<file path="config.mk">
export PLATFORM = sky130hd
export DESIGN_NAME = cmwc_seed
export DESIGN_NICKNAME = d
export VERILOG_FILES = /design/src/rtl/core/cmwc_pkg.sv /design/src/rtl/core/cmwc_seed.sv
export SDC_FILE = /design/constraint.sdc
export NUM_CORES = 1
export LEC_CHECK = 0
export BUFFER_PORTS_ARGS = -buffer_cell sky130_fd_sc_hd__clkbuf_2
export CORE_ASPECT_RATIO = 0.5
export CORE_MARGIN = 8
export CORE_UTILIZATION = 40
export CTS_BUF_LIST = sky130_fd_sc_hd__clkbuf_4 sky130_fd_sc_hd__clkbuf_8
export CTS_CLUSTER_DIAMETER = 40
export DETAILED_ROUTE_END_ITERATION = 10
export PLACE_DENSITY_LB_ADDON = 0.12
export SLEW_MARGIN = 15
export SYNTH_ARGS = -nofsm -noshare
export SYNTH_HDL_FRONTEND = slang
export SYNTH_SLANG_ARGS = --single-unit
</file>
<file path="constraint.sdc">
create_clock -name clk -period 6.4 [get_ports clk]
set_input_delay 0 -clock clk [delete_from_list [all_inputs] [get_ports clk]]
set_output_delay 0 -clock clk [all_outputs]
set_load 0.01 [all_outputs]
</file>
<file path="src/rtl/core/cmwc_pkg.sv">
// ----------------------------------------------------------------------------
// cmwc_pkg
// Shared constants, types and the xorshift32 step of the cmwc generator.
// ----------------------------------------------------------------------------
package cmwc_pkg;

  // lag table depth, a power of two: the index is the low seed bits
  localparam int unsigned TABLE_DEPTH = 4096;
  localparam int unsigned IDX_W       = $clog2(TABLE_DEPTH);
  localparam int unsigned WORD_W      = 32;
  localparam int unsigned CARRY_TRIES = 256;
  localparam int unsigned TRY_W       = $clog2(CARRY_TRIES);

  typedef logic [WORD_W-1:0] word_t;
  typedef logic [IDX_W-1:0]  idx_t;
  typedef logic [TRY_W-1:0]  try_t;

  localparam idx_t  IDX_LAST  = idx_t'(TABLE_DEPTH - 1);
  localparam try_t  TRY_LAST  = try_t'(CARRY_TRIES - 1);
  localparam word_t ZERO_SEED = 32'hBEEF57E2;

  // configuration register reset values
  localparam word_t MULT_RST  = 32'd18782;
  localparam word_t MASK_RST  = 32'hFFFFFFFE;
  localparam word_t LIMIT_RST = 32'd809430660;

  // configuration register indexes
  localparam int unsigned CFG_IDX_W = 2;
  localparam logic [CFG_IDX_W-1:0] REG_MULTIPLIER  = 2'd0;
  localparam logic [CFG_IDX_W-1:0] REG_RESULT_MASK = 2'd1;
  localparam logic [CFG_IDX_W-1:0] REG_CARRY_LIMIT = 2'd2;

  // operation codes
  localparam logic OP_DRAW   = 1'b0;
  localparam logic OP_RESEED = 1'b1;

  typedef struct packed {
    logic  we;
    idx_t  addr;
    word_t data;
  } ram_wr_t;

  typedef struct packed {
    logic  vld;
    word_t word;
    word_t carry;
  } draw_res_t;

  function automatic word_t xs32(word_t v);
    word_t a;
    word_t b;
    a = v ^ (v << 13);
    b = a ^ (a >> 17);
    return b ^ (b << 5);
  endfunction

endpackage

</file>
<file path="src/rtl/core/cmwc_seed.sv">
// ----------------------------------------------------------------------------
// cmwc_seed
// Reseed sequencer: fills the lag table with xorshift32 words, one per cycle,
// then searches for the initial carry.
// ----------------------------------------------------------------------------
module cmwc_seed (
  input  logic              clk,
  input  logic              rst_n,
  input  logic              start,
  input  cmwc_pkg::word_t   seed,
  input  cmwc_pkg::word_t   carry_limit,
  output cmwc_pkg::ram_wr_t wr,
  output logic              done,
  output cmwc_pkg::word_t   carry
);

  localparam logic [1:0] S_IDLE  = 2'd0;
  localparam logic [1:0] S_FILL  = 2'd1;
  localparam logic [1:0] S_CARRY = 2'd2;

  logic [1:0]      st_r, st_nxt;
  cmwc_pkg::word_t x_r, x_nxt;
  cmwc_pkg::idx_t  cnt_r, cnt_nxt;
  cmwc_pkg::try_t  tries_r, tries_nxt;
  logic            done_r, done_nxt;
  cmwc_pkg::word_t carry_r, carry_nxt;
  cmwc_pkg::word_t x_step;

  assign x_step = cmwc_pkg::xs32(x_r);

  always_comb begin
    st_nxt    = st_r;
    x_nxt     = x_r;
    cnt_nxt   = cnt_r;
    tries_nxt = tries_r;
    done_nxt  = 1'b0;
    carry_nxt = carry_r;
    wr.we     = 1'b0;
    wr.addr   = cnt_r;
    wr.data   = x_step;
    unique case (st_r)
      S_IDLE: begin
        if (start) begin
          x_nxt   = (seed == '0) ? cmwc_pkg::ZERO_SEED : seed;
          cnt_nxt = '0;
          st_nxt  = S_FILL;
        end
      end
      S_FILL: begin
        wr.we   = 1'b1;
        x_nxt   = x_step;
        cnt_nxt = cnt_r + 1'b1;
        if (cnt_r == cmwc_pkg::IDX_LAST) begin
          tries_nxt = '0;
          st_nxt    = S_CARRY;
        end
      end
      S_CARRY: begin
        x_nxt = x_step;
        if (x_step <= carry_limit) begin
          carry_nxt = x_step;
          done_nxt  = 1'b1;
          st_nxt    = S_IDLE;
        end else if (tries_r == cmwc_pkg::TRY_LAST) begin
          // no word found, saturate to the limit
          carry_nxt = carry_limit;
          done_nxt  = 1'b1;
          st_nxt    = S_IDLE;
        end else begin
          tries_nxt = tries_r + 1'b1;
        end
      end
      default: begin
        st_nxt = S_IDLE;
      end
    endcase
  end

  always_ff @(posedge clk) begin
    if (!rst_n) begin
      st_r   <= S_IDLE;
      done_r <= 1'b0;
    end else begin
      st_r   <= st_nxt;
      done_r <= done_nxt;
    end
    x_r     <= x_nxt;
    cnt_r   <= cnt_nxt;
    tries_r <= tries_nxt;
    carry_r <= carry_nxt;
  end

  assign done  = done_r;
  assign carry = carry_r;

endmodule

</file>
==> impl_metrics.py <==
metrics = {
    "clock_network": {
        "cts_setup_buffers": 0,
        "cts-hold-fix-buffers": 46,
        "clock_latency_ns": 0.37,
        "clock_path_buffers": 2,
        "clk_pin_slew_ns": 0.09,
        "clock-sinks": 87,
        "cts_made_buffers": 9,
        "tritoncts": "done",
        "h-tree-depth": 3,
        "cts_resized": 0,
        "cts_root_buf": "clkbuf_8",
    },
    "yosys": {
        "yosys-top-cells-count": "edfxtp_1, inv_1, xnor2_1",
        "synth_area_leaders": "edfxtp_1, xnor2_1, ha_1",
        "netlist.area_leader.share_pct": 46.2,
        "yosysMostFrequentCell": "edfxtp_1",
        "synth-edff-count": 84,
        "synth_nets": 601,
        "yosysUniqueCellTypes": 44,
        "synth_cells": 498,
        "syn_area_sq_um": 5460,
        "ys_warn_count": 0,
        "synth-main-ff-cell": "edfxtp_1",
        "synth.avg_cell_area_sq_um": 11.0,
        "synth_async_sr_flop_share_pct": 0,
        "synth_top_area_cell": "edfxtp_1",
        "ys_seq_area_share_pct": 47.3,
        "ys_seq_elements": 87,
    },
    "final_layout": {
        "diodes": 0,
        "multi_input_area_sq_um": 2580,
        "fill_cells": 1260,
        "final_nets": 796,
        "area_delta_synth_final_pct": 28.5,
        "drive_gt1_share_pct": 27.1,
        "regArea_sq_um": 2580,
    },
    "floorplan": {
        "std_cell_rows": 30,
        "ios": 145,
        "die_h_microns": 98.6,
        "core_area_sq_um": 13400,
        "dieArea_sq_um": 17900,
        "die_w_microns": 181,
        "initial_core_util_pct": 40.7,
    },
    "critical_path": {
        "crit_arrival_ns": 4.83,
        "required_ns": 6.52,
        "cp_max_fo": 18,
        "startpoint_type": "flip-flop",
        "crit_type": "reg2reg",
        "crit_path_end_kind": "flip-flop",
    },
    "job": {
        "cap_violations": 0,
    },
    "routing": {
        "drt_pass1_iterations": 5,
        "drtAntennaViolNets": 0,
        "drc": 0,
        "wl_per_cell_microns": 18.4,
        "vias_per_cell": 5.04,
        "drt-total-wl_microns": 16100,
        "drt_iter0_drc": 312,
        "vias": 4405,
    },
    "grt": {
        "antenna_found_initial": 0,
        "grt_pass1_vias": 4411,
        "grt.overflow.total": 0,
        "grt_pass1_wl_microns": 24600,
        "grt_use_total_pct": 17.6,
        "grt_max_degree": 33,
    },
    "placement": {
        "io_buffers": 144,
        "dpl.hpwl_microns": 12500,
        "globalplace.congestion": 0.867,
    },
    "timing": {
        "setup_viol": 0,
        "rsz0062_at_grt": "no",
        "fin_crit_ns": 4.71,
        "finalClockSkew_ns": 0.0107,
        "fmax_ghz": 0.212,
        "max-slew-margin-rel_pct": 42.5,
        "hold_viol_final": 0,
        "finalCritPeriodShare_pct": 73.6,
        "worst_pin_slew_ns": 0.863,
        "fin_tns_setup_ns": 0,
        "slew_viol_final": 0,
    },
    "hold_path": {
        "hold_class": "in2reg",
    },
    "outcome": {
        "outcome": "completed",
    },
}
area by class of cell:
| class | instances | area share, % |
|---|---|---|
| repair buffers | 196 | 17.7 |
| multi-input cells | 339 | 36.8 |
| well taps | 176 | 3.14 |
| flip-flops and latches | 87 | 36.8 |
| inverters | 60 | 3.21 |
| clock buffers | 9 | 1.76 |
| clock inverters | 7 | 0.570 |
path summary, 6_finish.rpt:
path | endpoint | slack, ns | start | depth (start not counted)
worst min register to register | st_r[0]$_SDFFE_PN0P_ | 0.50 | st_r[0]$_SDFFE_PN0P_ | 2
worst max register to register | carry[31]$_DFFE_PP_ | 1.69 | x_r[5]$_DFFE_PP_ | 12
worst max-delay path | carry[31]$_DFFE_PP_ | 1.69 | x_r[5]$_DFFE_PP_ | 12
worst min-delay path | carry[16]$_DFFE_PP_ | 0.005 | carry_limit[16] | 3
critical path, cell delays in order (launching register included):
cell and delay (ns):
edfxtp_1 0.46, xnor2_1 0.58, xnor2_1 0.29, xnor2_1 0.39, ha_1 0.34, a21oi_2 0.15
a21boi_1 0.10, o31a_1 0.28, o41a_1 0.38, nor3_2 0.20, o21a_2 0.52, buf_4 0.40
mux2_2 0.37
logic make-up (layout without fill, tap and decap cells):
group                    after synthesis  in the layout  share of synthesized area (%)
AND/OR/NAND/NOR                      118            118                           10.8
flip-flops                            87             87                           47.3
multiplexers                          40             40                           8.27
adder cells (fa/ha/maj)               36             36                           8.25
buffers and inverters                 72            272                           5.73
AO/OA/AOI/OAI                         68             68                           7.10
XOR/XNOR                              77             77                           12.6
sequential cells by signal (all words and copies together) (netlist names):
register  flops
carry        32
cnt_r        12
done          1
st_r          2
tries_r       8
x_r          32
through the flow:
step | instances | worst slack, ns | hold WS, ns | cell area, sq um | util (%)
6_report | 874 | 1.69 | 0.00549 | 7020 | 52.3
5_1_grt | 874 | 1.38 | 0.00736 | 7020 | 52.3
4_1_cts | 873 | 1.63 | 0.00130 | 6990 | 52.0
3_5_place_dp | 811 | 1.67 | 0.320 | 6370 | 47.4
3_3_place_gp | 811 | 1.71 | 0.321 | 6370 | 47.4
2_1_floorplan | 498 | 0.787 | 0.125 | 5460 | -
per-layer routing:
metal	track usage, %	share of wire (%)
met1	24.8	49
met3	4.66	6.4
met2	26.6	43
met5	0	0
met4	4.01	1.1
placed cells by master, fill, tap and decap left out, types with 4 or more instances in the layout:
cell and count:
xor2_1 22, nor2b_1 4, clkbuf_2 144, mux2i_1 23, nand4_1 9, clkbuf_8 9
and2_1 7, nor4_1 9, nor2_1 44, dlygate4sd3_1 46, inv_1 60, a21oi_1 38
nand2_1 16, or3_1 6, buf_4 5, o21ai_0 13, xnor2_1 53, mux2_2 9
mux2_4 8, edfxtp_1 84, ha_1 36, nand3_1 12
Power is left out: the tool's default activity adds up to more than one toggle a clock period on the data nets, which glitch-free logic cannot reach.
