## config.mk

```make
export PLATFORM = sky130hd
export DESIGN_NAME = cmwc_draw
export DESIGN_NICKNAME = d
export VERILOG_FILES = /design/src/rtl/core/cmwc_pkg.sv /design/src/rtl/core/cmwc_draw.sv
export SDC_FILE = /design/constraint.sdc
export NUM_CORES = 2
export LEC_CHECK = 0
export ABC_AREA = 1
export BUFFER_PORTS_ARGS = -buffer_cell sky130_fd_sc_hd__clkbuf_2
export CORE_MARGIN = 2
export CORE_UTILIZATION = 31
export DETAILED_ROUTE_END_ITERATION = 8
export SLEW_MARGIN = 20
export SYNTH_ARGS = -nofsm -noshare
export SYNTH_HDL_FRONTEND = slang
export SYNTH_SLANG_ARGS = --single-unit
```

## constraint.sdc

```tcl
create_clock -name clk -period 5.8 [get_ports clk]
set_input_delay 0.29 -clock clk [delete_from_list [all_inputs] [get_ports clk]]
set_output_delay 0.29 -clock clk [all_outputs]
set_load 0.05 [all_outputs]
```

## src/rtl/core/cmwc_pkg.sv

```systemverilog
// ----------------------------------------------------------------------------
// cmwc_pkg
// Shared constants, types and the xorshift32 step of the cmwc generator.
// ----------------------------------------------------------------------------
package cmwc_pkg;

  // lag table depth, a power of two: the index is the low seed bits
  localparam int unsigned TABLE_DEPTH = 4096;
  localparam int unsigned IDX_W       = $clog2(TABLE_DEPTH);
  localparam int unsigned WORD_W      = 32;
  localparam int unsigned CARRY_TRIES = 256;
  localparam int unsigned TRY_W       = $clog2(CARRY_TRIES);

  typedef logic [WORD_W-1:0] word_t;
  typedef logic [IDX_W-1:0]  idx_t;
  typedef logic [TRY_W-1:0]  try_t;

  localparam idx_t  IDX_LAST  = idx_t'(TABLE_DEPTH - 1);
  localparam try_t  TRY_LAST  = try_t'(CARRY_TRIES - 1);
  localparam word_t ZERO_SEED = 32'hBEEF57E2;

  // configuration register reset values
  localparam word_t MULT_RST  = 32'd18782;
  localparam word_t MASK_RST  = 32'hFFFFFFFE;
  localparam word_t LIMIT_RST = 32'd809430660;

  // configuration register indexes
  localparam int unsigned CFG_IDX_W = 2;
  localparam logic [CFG_IDX_W-1:0] REG_MULTIPLIER  = 2'd0;
  localparam logic [CFG_IDX_W-1:0] REG_RESULT_MASK = 2'd1;
  localparam logic [CFG_IDX_W-1:0] REG_CARRY_LIMIT = 2'd2;

  // operation codes
  localparam logic OP_DRAW   = 1'b0;
  localparam logic OP_RESEED = 1'b1;

  typedef struct packed {
    logic  we;
    idx_t  addr;
    word_t data;
  } ram_wr_t;

  typedef struct packed {
    logic  vld;
    word_t word;
    word_t carry;
  } draw_res_t;

  function automatic word_t xs32(word_t v);
    word_t a;
    word_t b;
    a = v ^ (v << 13);
    b = a ^ (a >> 17);
    return b ^ (b << 5);
  endfunction

endpackage

```

## src/rtl/core/cmwc_draw.sv

```systemverilog
// ----------------------------------------------------------------------------
// cmwc_draw
// Draw datapath: multiply the table entry, add the carry, then apply the
// wrap correction and the complement. The last stage holds until taken.
// ----------------------------------------------------------------------------
module cmwc_draw (
  input  logic                clk,
  input  logic                rst_n,
  input  logic                rd_vld,
  input  cmwc_pkg::word_t     rd_data,
  input  cmwc_pkg::word_t     multiplier,
  input  cmwc_pkg::word_t     result_mask,
  input  cmwc_pkg::word_t     carry,
  input  logic                take,
  output cmwc_pkg::draw_res_t res
);

  logic        v1_r, v2_r;
  logic [63:0] prod_r;
  logic [63:0] t_r;

  cmwc_pkg::word_t c_hi;
  cmwc_pkg::word_t x_sum;
  logic            wrap;

  always_ff @(posedge clk) begin
    if (!rst_n) begin
      v1_r <= 1'b0;
      v2_r <= 1'b0;
    end else begin
      v1_r <= rd_vld;
      if (v1_r) begin
        v2_r <= 1'b1;
      end else if (take) begin
        v2_r <= 1'b0;
      end
    end
    if (rd_vld) begin
      prod_r <= 64'(multiplier) * 64'(rd_data);
    end
    if (v1_r) begin
      t_r <= prod_r + 64'(carry);
    end
  end

  assign c_hi  = t_r[63:32];
  assign x_sum = t_r[31:0] + c_hi;
  // 32-bit sum wrapped: bump both word and carry
  assign wrap  = (x_sum < c_hi);

  assign res.vld   = v2_r;
  assign res.word  = result_mask - (x_sum + 32'(wrap));
  assign res.carry = c_hi + 32'(wrap);

endmodule

```

==> impl_metrics.xml <==
<?xml version="1.0" encoding="UTF-8"?>
<metrics>
  <group name="global_route">
    <metric name="antenna_found_initial" unit="">11</metric>
    <metric name="grt_usage" unit="%">21.5</metric>
    <metric name="wire_length_of_the_first_global_routing_pass" unit="um">265000</metric>
    <metric name="grt_max_degree" unit="">66</metric>
    <metric name="grt_pass1_vias" unit="">47700</metric>
    <metric name="globalRouteOverflowTotal" unit="">0</metric>
  </group>
  <group name="clock_network">
    <metric name="clockRootBuffer" unit="">sky130_fd_sc_hd__clkbuf_16</metric>
    <metric name="max-clock-path-buffers" unit="">2</metric>
    <metric name="htree_depth" unit="">4</metric>
    <metric name="numCtsBuffers" unit="">17</metric>
    <metric name="clkTransAtPathRegs" unit="ps">70</metric>
    <metric name="clk_latency" unit="ps">450</metric>
    <metric name="cts_hold_buf" unit="">0</metric>
    <metric name="tritoncts" unit="">done</metric>
    <metric name="numClockSinks" unit="">130</metric>
  </group>
  <group name="logic_synthesis">
    <metric name="syn_nets" unit="">7977</metric>
    <metric name="postSynthAreaPerCell" unit="sq um">7.42</metric>
    <metric name="yosysMostFrequentCell" unit="">sky130_fd_sc_hd__inv_1</metric>
    <metric name="asyncSetResetFlopFracSynth" unit="%">0</metric>
    <metric name="netlist.top_cell.by_area" unit="">sky130_fd_sc_hd__fa_1</metric>
    <metric name="synth.area.top_cells" unit="">sky130_fd_sc_hd__fa_1 (37%), sky130_fd_sc_hd__inv_1 (15%), sky130_fd_sc_hd__nand2_1 (13%)</metric>
    <metric name="netlist_area" unit="sq um">48400</metric>
    <metric name="ys_seq_elements" unit="">130</metric>
    <metric name="synthCells" unit="">6525</metric>
    <metric name="ys_warn_count" unit="">0</metric>
    <metric name="synth.lib_cells_used.distinct" unit="">49</metric>
    <metric name="synth-edff-count" unit="">128</metric>
    <metric name="synth_commonest_cells" unit="">sky130_fd_sc_hd__inv_1 (1920), sky130_fd_sc_hd__nand2_1 (1740), sky130_fd_sc_hd__fa_1 (900)</metric>
    <metric name="synth_flop_cell" unit="">sky130_fd_sc_hd__edfxtp_1</metric>
    <metric name="synth_top_area_share" unit="%">37.2</metric>
    <metric name="seq_total_area_yosys" unit="%">8.02</metric>
  </group>
  <group name="floorplanning">
    <metric name="die_area" unit="sq um">159000</metric>
    <metric name="floorplan.io_pins" unit="">197</metric>
    <metric name="floorplan.initialDensity" unit="%">31.1</metric>
    <metric name="rows" unit="">145</metric>
    <metric name="coreArea" unit="sq um">156000</metric>
    <metric name="die_w" unit="um">399</metric>
    <metric name="die_h" unit="um">399</metric>
  </group>
  <group name="detailed_routing">
    <metric name="drtPass1Iterations" unit="">6</metric>
    <metric name="finalWirelength" unit="um">171000</metric>
    <metric name="drc" unit="">0</metric>
    <metric name="detail_route.iter0.violations" unit="">2655</metric>
    <metric name="antenna_violating_nets_post_route" unit="">0</metric>
    <metric name="via_count" unit="">44400</metric>
    <metric name="post_drt_via_cell_ratio" unit="">4.68</metric>
    <metric name="post_drt_wl_per_cell" unit="um">18.1</metric>
  </group>
  <group name="critical_path">
    <metric name="kind_of_start_point_of_the_critical_path" unit="">flop</metric>
    <metric name="crit_path_max_incr_delay" unit="ps">530</metric>
    <metric name="cp_dominant_cell_by_count" unit="">sky130_fd_sc_hd__nand2_2</metric>
    <metric name="required" unit="ps">5510</metric>
    <metric name="worst_path_max_delay_cell" unit="">sky130_fd_sc_hd__fa_1</metric>
    <metric name="timing.critical_path.max_delay_family" unit="">simple AND/OR/NAND/NOR gates</metric>
    <metric name="cp.arrival" unit="ps">6240</metric>
    <metric name="path_max_fanout" unit="">4</metric>
    <metric name="timing_worst_setup_path_type" unit="">flop to primary output</metric>
    <metric name="critical_path_buf_inv_count" unit="">8</metric>
    <metric name="endpoint_kind" unit="">primary output</metric>
    <metric name="reg2reg_setup_slack" unit="ps">2800</metric>
  </group>
  <group name="sta">
    <metric name="final_min_period_over_clock_period" unit="%">113</metric>
    <metric name="final_worst_slack" unit="ps">-726</metric>
    <metric name="totalNegativeSetupSlack" unit="ps">-33950</metric>
    <metric name="final.setup_skew" unit="ps">14.1</metric>
    <metric name="fmaxAchievable" unit="GHz">0.153</metric>
    <metric name="rsz0062_at_grt" unit="">true</metric>
    <metric name="worst-slew-pin-transition" unit="ps">887</metric>
    <metric name="layout_min_cycle_time" unit="ps">6530</metric>
    <metric name="hold_violations" unit="">0</metric>
    <metric name="drv_slew" unit="">0</metric>
    <metric name="number_of_failing_setup_endpoints_in_the_final_timing_report" unit="">77</metric>
    <metric name="max_slew_margin_vs_limit" unit="%">40.4</metric>
  </group>
  <group name="layout">
    <metric name="fin_util" unit="%">42.2</metric>
    <metric name="fill_cells" unit="">15500</metric>
    <metric name="area_growth_syn_to_layout" unit="%">35.7</metric>
    <metric name="drive_above_1_share" unit="%">26.3</metric>
    <metric name="design.final.nets" unit="">8862</metric>
    <metric name="fin_cells" unit="">9485</metric>
  </group>
  <group name="job">
    <metric name="max-cap-violations" unit="">0</metric>
  </group>
  <group name="status">
    <metric name="outcome" unit="">complete, but fails checks</metric>
    <metric name="failing_checks" unit="">setup timing</metric>
  </group>
  <group name="place">
    <metric name="post-place-cells" unit="">9286</metric>
    <metric name="hpwl" unit="um">144000</metric>
    <metric name="numPortBuffers" unit="">196</metric>
    <metric name="place_congestion" unit="">0.948</metric>
  </group>
  <group name="min_path">
    <metric name="min_path_type" unit="">primary input to flop</metric>
  </group>
</metrics>
==> path summary, 6_finish.rpt <==
check,end,from,cells past startpoint
worst min register to register,t_r[0]$_DFFE_PP_,prod_r[0]$_DFFE_PP_,1
worst max register to register,t_r[34]$_DFFE_PP_,prod_r[23]$_DFFE_PP_,9
worst max-delay path,res[50],t_r[34]$_DFFE_PP_,34
worst min-delay path,v1_r$_SDFF_PN0_,rst_n,3
==> tightest hold or removal path, cell delays in order <==
cell                       delay [ps]
sky130_fd_sc_hd__clkbuf_2          90
sky130_fd_sc_hd__nand2_1           50
sky130_fd_sc_hd__inv_1             40
==> logic make-up after synthesis <==
kind of cell | synth area share, %
adder cells (fa/ha/maj) | 48.1
AO/OA/AOI/OAI | 4.90
XOR/XNOR | 2.77
AND/OR/NAND/NOR | 19.8
flip-flops | 8.02
buffers and inverters | 16.5
==> per-layer routing <==
layer  routed length, um  track usage (%)  vias to the layer above
li1                    -                -                    20700
met3                9360             2.49                      378
met4                7440             7.89                       16
met5                  93                0                        -
met2               85900             38.7                     1361
met1               68500             26.3                    22000
==> what timing repair did <==
| item | 4_1_cts | 5_1_grt |
|---|---|---|
| pin swaps | 373 | 365 |
| gates cloned | 13 | 4 |
| setup buffers | 112 | 55 |
| endpoints found under the setup margin | 108 | 106 |
| gates resized for setup | 768 | 467 |
==> cells in the final DEF (no fill, tap or decap), types with 28 or more instances in the layout <==
cell / instances
sky130_fd_sc_hd__buf_12: 113
sky130_fd_sc_hd__ha_1: 352
sky130_fd_sc_hd__nand2_4: 54
sky130_fd_sc_hd__nor2_4: 59
sky130_fd_sc_hd__nand3_1: 106
sky130_fd_sc_hd__xor2_1: 78
sky130_fd_sc_hd__nand4_1: 37
sky130_fd_sc_hd__nand2_2: 124
sky130_fd_sc_hd__clkbuf_2: 117
sky130_fd_sc_hd__clkbuf_16: 31
sky130_fd_sc_hd__nor3_1: 43
sky130_fd_sc_hd__xor2_2: 28
sky130_fd_sc_hd__ha_4: 59
sky130_fd_sc_hd__fa_2: 94
sky130_fd_sc_hd__nor2_1: 224
sky130_fd_sc_hd__nor2_2: 38
sky130_fd_sc_hd__buf_6: 129
sky130_fd_sc_hd__a21oi_4: 45
sky130_fd_sc_hd__edfxtp_1: 128
sky130_fd_sc_hd__a21oi_1: 142
sky130_fd_sc_hd__inv_2: 127
sky130_fd_sc_hd__inv_1: 1797
sky130_fd_sc_hd__o21ai_0: 71
sky130_fd_sc_hd__nand2_1: 1559
sky130_fd_sc_hd__fa_1: 806
sky130_fd_sc_hd__a21oi_2: 38
sky130_fd_sc_hd__buf_4: 642
sky130_fd_sc_hd__nand3_2: 39
==> registers in the layout, summed over array words and instances, names as in the netlist <==
| register | cells |
|---|---|
| t_r | 64 |
| prod_r | 64 |
| v2_r | 1 |
| v1_r | 1 |
==> stage by stage <==
| step | cell area, sq um | hold slack [ps] | setup WS (ps) |
|---|---|---|---|
| 3_3_place_gp | 58500 | 492 | -1140 |
| 6_report | 65700 | 42.4 | -726 |
| 4_1_cts | 63600 | 19.5 | -622 |
| 5_1_grt | 65700 | 57.5 | -1140 |
| 3_5_place_dp | 58500 | 499 | -1110 |
| 2_1_floorplan | 49600 | 383 | -236 |
==> layout make-up <==
type / count / area [sq um] / share of cell area (%)
Multi-Input combinational cell: 4273 / 41200 / 62.6
Sequential cell: 130 / 3880 / 5.91
Timing Repair Buffer: 1059 / 10200 / 15.6
Tap cell: 2058 / 2570 / 3.92
Clock buffer: 17 / 425 / 0.647
Clock inverter: 15 / 160 / 0.244
Inverter: 1929 / 7250 / 11.0
Antenna cell: 4 / 10.0 / 0.0152
Power is not shown: default switching activity piles up to over one toggle a cycle in this logic, so the estimate is an artifact.
